File: src/rtl/tcw_pkg.sv
`default_nettype none
package tcw_pkg;

	localparam int COLUMNS    = 80;
	localparam int ROW_COUNT  = 25;
	localparam int CELL_COUNT = COLUMNS * ROW_COUNT;
	localparam int ADDR_W     = $clog2(CELL_COUNT);
	localparam int CNT_W      = $clog2(CELL_COUNT + 1);

	localparam int ROW_W  = 5;
	localparam int COL_W  = 7;
	localparam int CHAR_W = 8;
	localparam int CELL_W = 16;

	localparam logic [CHAR_W-1:0] NEWLINE_CHAR = 8'd10;
	localparam logic [CHAR_W-1:0] SPACE_CHAR   = 8'd32;
	localparam logic [CHAR_W-1:0] NULL_CHAR    = 8'd0;
	localparam logic [CHAR_W-1:0] RESET_COLOR  = 8'h0F;

	typedef enum logic [1:0] {
		FUNC_PUT   = 2'd0,
		FUNC_CLEAR = 2'd1,
		FUNC_READ  = 2'd2
	} func_t;

	typedef struct packed {
		logic [1:0]        func;
		logic [CHAR_W-1:0] character;
		logic [CHAR_W-1:0] new_color;
		logic [ROW_W-1:0]  read_row;
		logic [COL_W-1:0]  read_col;
	} cmd_t;

	typedef struct packed {
		logic [CELL_W-1:0] cell_data;
		logic [ROW_W-1:0]  cursor_row;
		logic [COL_W-1:0]  cursor_col;
		logic              scrolled;
	} res_t;

	typedef struct packed {
		logic              en;
		logic [ADDR_W-1:0] addr;
		logic [CELL_W-1:0] data;
	} ram_wr_t;

	function automatic logic [ADDR_W-1:0] cell_addr(input logic [ROW_W-1:0] row,
			input logic [COL_W-1:0] col);
		logic [ADDR_W-1:0] base;
		base = ADDR_W'(row) * ADDR_W'(COLUMNS);
		return base + ADDR_W'(col);
	endfunction

endpackage
`default_nettype wire

File: src/rtl/tcw_ctrl.sv
`default_nettype none
module tcw_ctrl (
	input  wire logic                       clk,
	input  wire logic                       arst_n,
	input  wire tcw_pkg::cmd_t              cmd,
	input  wire logic                       cmd_valid,
	output logic                            cmd_ready,
	output tcw_pkg::res_t                   res,
	output logic                            res_pend,
	input  wire logic                       res_take,
	output tcw_pkg::ram_wr_t                wr,
	output logic                            rd_en,
	output logic      [tcw_pkg::ADDR_W-1:0] rd_addr,
	input  wire logic [tcw_pkg::CELL_W-1:0] rd_data
);

	typedef enum logic [2:0] {
		ST_IDLE,
		ST_READ,
		ST_FILL,
		ST_COPY,
		ST_BLANK
	} state_t;

	state_t                        state_q;
	logic [tcw_pkg::CNT_W-1:0]     cnt_q;
	logic [tcw_pkg::CHAR_W-1:0]    color_q;
	logic [tcw_pkg::ROW_W-1:0]     row_q;
	logic [tcw_pkg::COL_W-1:0]     col_q;
	tcw_pkg::res_t                 res_q;
	logic                          res_pend_q;

	logic                          accept;
	logic                          is_put;
	logic                          is_newline;
	logic                          read_in_range;
	logic                          wrap;
	logic                          last_row;
	logic [tcw_pkg::ROW_W-1:0]     put_row;
	logic [tcw_pkg::COL_W-1:0]     put_col;
	logic                          put_scroll;
	logic [tcw_pkg::CELL_W-1:0]    blank;

	assign res      = res_q;
	assign res_pend = res_pend_q;

	assign cmd_ready  = (state_q == ST_IDLE) && (!res_pend_q || res_take);
	assign accept     = cmd_valid && cmd_ready;
	assign is_put     = (cmd.func == tcw_pkg::FUNC_PUT) && (cmd.character != tcw_pkg::NULL_CHAR);
	assign is_newline = cmd.character == tcw_pkg::NEWLINE_CHAR;
	assign blank      = {color_q, tcw_pkg::SPACE_CHAR};

	assign read_in_range = (32'(cmd.read_row) < tcw_pkg::ROW_COUNT)
		&& (32'(cmd.read_col) < tcw_pkg::COLUMNS);

	// Cursor step for a put: a newline or the last column wraps to the next row,
	// and wrapping off the last row starts a scroll.
	assign wrap       = is_newline || (32'(col_q) == tcw_pkg::COLUMNS - 1);
	assign last_row   = 32'(row_q) == tcw_pkg::ROW_COUNT - 1;
	assign put_col    = wrap ? '0 : col_q + 1'b1;
	assign put_row    = (wrap && !last_row) ? row_q + 1'b1 : row_q;
	assign put_scroll = wrap && last_row;

	always_comb begin
		rd_en   = 1'b0;
		rd_addr = tcw_pkg::cell_addr(cmd.read_row, cmd.read_col);
		wr.en   = 1'b0;
		wr.addr = tcw_pkg::cell_addr(row_q, col_q);
		wr.data = {color_q, cmd.character};
		unique case (state_q)
			ST_IDLE: begin
				rd_en = accept && (cmd.func == tcw_pkg::FUNC_READ) && read_in_range;
				wr.en = accept && is_put && !is_newline;
			end
			ST_READ: begin
			end
			ST_FILL, ST_BLANK: begin
				wr.en   = 1'b1;
				wr.addr = cnt_q[tcw_pkg::ADDR_W-1:0];
				wr.data = blank;
			end
			ST_COPY: begin
				// The read at cnt_q returns next cycle, so each cycle writes the cell
				// returned by the previous read into the row above.
				rd_en   = cnt_q < tcw_pkg::CNT_W'(tcw_pkg::CELL_COUNT);
				rd_addr = cnt_q[tcw_pkg::ADDR_W-1:0];
				wr.en   = cnt_q > tcw_pkg::CNT_W'(tcw_pkg::COLUMNS);
				wr.addr = tcw_pkg::ADDR_W'(cnt_q - tcw_pkg::CNT_W'(tcw_pkg::COLUMNS + 1));
				wr.data = rd_data;
			end
			default: begin
			end
		endcase
	end

	always_ff @(posedge clk or negedge arst_n) begin
		if (!arst_n) begin
			state_q    <= ST_FILL;
			cnt_q      <= '0;
			color_q    <= tcw_pkg::RESET_COLOR;
			row_q      <= '0;
			col_q      <= '0;
			res_q      <= '0;
			res_pend_q <= 1'b0;
		end else begin
			if (res_take) begin
				res_pend_q <= 1'b0;
			end
			unique case (state_q)
				ST_IDLE: begin
					if (accept) begin
						res_q.cell_data  <= '0;
						res_q.cursor_row <= row_q;
						res_q.cursor_col <= col_q;
						res_q.scrolled   <= 1'b0;
						res_pend_q       <= 1'b1;
						unique case (cmd.func)
							tcw_pkg::FUNC_PUT: begin
								if (is_put) begin
									row_q            <= put_row;
									col_q            <= put_col;
									res_q.cursor_row <= put_row;
									res_q.cursor_col <= put_col;
									res_q.scrolled   <= put_scroll;
									if (put_scroll) begin
										cnt_q   <= tcw_pkg::CNT_W'(tcw_pkg::COLUMNS);
										state_q <= ST_COPY;
									end
								end
							end
							tcw_pkg::FUNC_CLEAR: begin
								color_q          <= cmd.new_color;
								row_q            <= '0;
								col_q            <= '0;
								res_q.cursor_row <= '0;
								res_q.cursor_col <= '0;
								cnt_q            <= '0;
								state_q          <= ST_FILL;
							end
							tcw_pkg::FUNC_READ: begin
								if (read_in_range) begin
									res_pend_q <= 1'b0;
									state_q    <= ST_READ;
								end
							end
							default: begin
							end
						endcase
					end
				end
				ST_READ: begin
					res_q.cell_data <= rd_data;
					res_pend_q      <= 1'b1;
					state_q         <= ST_IDLE;
				end
				ST_FILL: begin
					cnt_q <= cnt_q + 1'b1;
					if (cnt_q == tcw_pkg::CNT_W'(tcw_pkg::CELL_COUNT - 1)) begin
						state_q <= ST_IDLE;
					end
				end
				ST_COPY: begin
					if (cnt_q == tcw_pkg::CNT_W'(tcw_pkg::CELL_COUNT)) begin
						cnt_q   <= tcw_pkg::CNT_W'((tcw_pkg::ROW_COUNT - 1) * tcw_pkg::COLUMNS);
						state_q <= ST_BLANK;
					end else begin
						cnt_q <= cnt_q + 1'b1;
					end
				end
				ST_BLANK: begin
					cnt_q <= cnt_q + 1'b1;
					if (cnt_q == tcw_pkg::CNT_W'(tcw_pkg::CELL_COUNT - 1)) begin
						state_q <= ST_IDLE;
					end
				end
				default: begin
					state_q <= ST_IDLE;
				end
			endcase
		end
	end

endmodule
`default_nettype wire

File: config.mk
export PLATFORM = sky130hd
export DESIGN_NAME = tcw_ctrl
export DESIGN_NICKNAME = d
export VERILOG_FILES = /design/src/rtl/tcw_pkg.sv /design/src/rtl/tcw_ctrl.sv
export SDC_FILE = /design/constraint.sdc
export NUM_CORES = 1
export LEC_CHECK = 0
export ABC_AREA = 1
export BUFFER_PORTS_ARGS = -buffer_cell sky130_fd_sc_hd__buf_4
export CORE_ASPECT_RATIO = 1.4
export CORE_MARGIN = 5
export CORE_UTILIZATION = 30
export CTS_BUF_LIST = sky130_fd_sc_hd__clkbuf_8
export CTS_CLUSTER_DIAMETER = 120
export DETAILED_ROUTE_END_ITERATION = 8
export PLACE_DENSITY_LB_ADDON = 0.12
export SYNTH_ARGS = -nofsm -noshare
export SYNTH_HDL_FRONTEND = slang
export SYNTH_SLANG_ARGS = --single-unit
File: constraint.sdc
create_clock -name clk -period 2 [get_ports clk]
set_input_delay 0.1 -clock clk [delete_from_list [all_inputs] [get_ports clk]]
set_output_delay 0.1 -clock clk [all_outputs]
set_load 0.01 [all_outputs]
==> out/metrics.yaml <==
global_route:
  grt_max_degree: 65
  grt_pass1_vias: 4966
  grt_first_pass_wirelength_mm: 25.4
  grt-ovfl-total: 0
  antenna_found_initial: 0
  track_usage_pct: 17.0
synth:
  avgSynthCellArea_um2: 7.25
  syn-cell-area_um2: 4810
  yosysSeqAreaShare_pct: 33.4
  netlist_instances: 664
  ys_ff_latch: 64
  yosysWarnings: 0
  synth_cell_types: 38
  syn_nets: 746
critical_path:
  worstPathArrival_ns: 2.39
  endpoint_kind: "primary output"
  crit_start: "row_q[1]$_DFFE_PN0P_"
  rr_worst_depth: 12
  critPathRequiredTime_ns: 1.90
  critPathKind: "flop to primary output"
  r2r_start: "row_q[0]$_DFFE_PN0P_"
  worstSetupStartpointType: "flop"
  cp_max_fo: 3
min_path:
  min_path_type: "primary input to flop"
  hp-start: "rd_data[14]"
  holdPathStages: 3
run_status:
  outcome: "finished, violations left"
  violations: "setup timing"
final_layout:
  layout_common_cells: "nand2_1 (164), buf_4 (160), inv_1 (89)"
  syn2layout_area_growth_pct: 40.3
  diodes: 0
  final_nets: 916
  final_common_cell: "nand2_1"
  fillers: 1643
  layout-drive-gt1-share_pct: 32.1
drt:
  drt_iter0_markers: 235
  wirelength_mm: 15.7
  antenna_left: 0
  vias: 4918
  vias_per_cell: 4.75
  drtPass1Iterations: 5
  drc: 0
  detail_route.wl_per_cell_um: 15.2
timing:
  fmax_ghz: 0.402
  hold_viol: 0
  finalCriticalPeriod_ns: 2.49
  relSlewSlack_pct: 41.6
  rsz0062_at_grt: "true"
  setup_ws_ns: -0.489
  holdWs_ns: 0.0280
  min_period_over_period_pct: 124
  setup-violations-final: 10
  drv_slew: 0
  tightestPinTransition_ns: 0.877
  skew_ns: 0.00982
placed_design:
  io_buffers: 120
  pre_cts_ws_ns: -0.198
  hpwl_mm: 12.3
  gp_congestion: 0.890
die:
  core_area_um2: 15700
  dieArea_um2: 18700
  rows: 54
  die_w_um: 117
  initial_core_util_pct: 30.7
  die_h_um: 160
  io-pin-count: 121
power:
  leakagePower_nw: 3.53
  peakVddDrop_mv: 0.584
  p_per_area_nw_per_um2: 1470
job:
  max_cap_violations: 0
clocking:
  cts_buffer_depth: 2
  clock-sinks: 64
  tritoncts: "done"
  numCtsBuffers: 9
  clk_pin_slew_ns: 0.08
  cts_root_buf: "clkbuf_8"
  cts_max_level: 3
  clkLatencyLatePin_ns: 0.35
[worst paths after layout]
path	slack, ns	endpoint
min	0.03	res[27]$_DFFE_PN0P_
min in group asynchronous	0.39	res[9]$_DFFE_PN0P_
max in group asynchronous	0.97	cnt_q[1]$_DFFE_PN0P_
max reg2reg	0.11	cnt_q[7]$_DFFE_PN0P_
min reg2reg	0.52	color_q[4]$_DFFE_PN0P_
max	-0.49	wr[26]
[kinds of logic after synthesis]
logic type,share of synthesized area (%)
XOR/XNOR,3.09
adder cells (fa/ha/maj),8.94
AND/OR/NAND/NOR,29.1
multiplexers,2.49
flip-flops,33.4
buffers and inverters,10.5
AO/OA/AOI/OAI,12.4
[final cells by class]
cell class / count / area [um2] / area share, %
Inverter: 101 / 392 / 5.80
Multi-Input combinational cell: 478 / 2890 / 42.8
Timing Repair Buffer: 180 / 1440 / 21.3
Tap cell: 196 / 245 / 3.63
Clock buffer: 11 / 151 / 2.24
Sequential cell: 64 / 1610 / 23.9
Clock inverter: 5 / 25.0 / 0.370
[where the power goes]
group	internal (mW)	switching, mW
sequential	1.91	0.501
clock	0.505	0.542
combinational	2.98	3.48
[critical path: stages, from the launching register on]
cell and delay [ns]:
dfrtp_1 0.39, ha_1 0.30, ha_2 0.19, fa_1 0.50
nand2_1 0.07, inv_2 0.07, nand3_2 0.09, xnor2_2 0.15
nand2_1 0.09, nand3_2 0.07, buf_6 0.12
[registers in the layout (all words and copies together) (netlist names)]
name / count
res: 29
state_q: 3
col_q: 7
cnt_q: 11
res_pend: 1
color_q: 8
row_q: 5
[metrics by stage]
stage          instance area, um2  utilization [%]  cells  total power [mW]  TNS, ns
2_1_floorplan                4830                -    664              5.73  -0.0126
3_3_place_gp                 6130             39.1    995              8.18   -0.165
3_5_place_dp                 6130             39.1    995              8.23   -0.335
4_1_cts                      6650             42.4   1034              9.82    -1.84
5_1_grt                      6760             43.1   1035              10.8    -2.81
6_report                     6760             43.1   1035              9.91    -1.54
[synth_stat cells (all sizes together)]
library cell / number / area [um2]
dfrtp: 59 / 1480
nor3: 8 / 51.3
nand3: 59 / 310
ha: 28 / 350
nand2: 181 / 721
nor2: 58 / 250
nand4: 6 / 37.5
or2: 3 / 18.8
nand3b: 1 / 7.51
mux2: 8 / 120
xor2: 14 / 123
inv: 101 / 379
dfstp: 5 / 131
a21oi: 23 / 126
clkbuf: 4 / 15.0
o21bai: 1 / 7.51
a2bb2oi: 1 / 8.76
xnor2: 3 / 26.3
fa: 4 / 80.1
o221ai: 3 / 26.3
o21a: 1 / 7.51
o211ai: 8 / 60.1
nor4: 1 / 6.26
buf: 17 / 111
o21ai: 45 / 225
o22ai: 22 / 138
[per-layer routing]
layer / vias up / share of wire (%) / global-route usage, % / wire length, um
met3: 19 / 4.8 / 2.80 / 758
met5: - / 0 / 0 / 0
met1: 2287 / 41 / 21.1 / 6530
li1: 2500 / - / - / -
met4: 0 / 1.3 / 4.28 / 204
met2: 112 / 52 / 30.2 / 8260
[timing repair]
item	4_1_cts	5_1_grt
resized for setup	43	33
setup buffers	15	1
pin swaps	14	5
hold buffers	9	0
hold endpoints to repair	67	0
endpoints found under the setup margin	22	29
No activity file was read; power rests on OpenSTA's default activity.
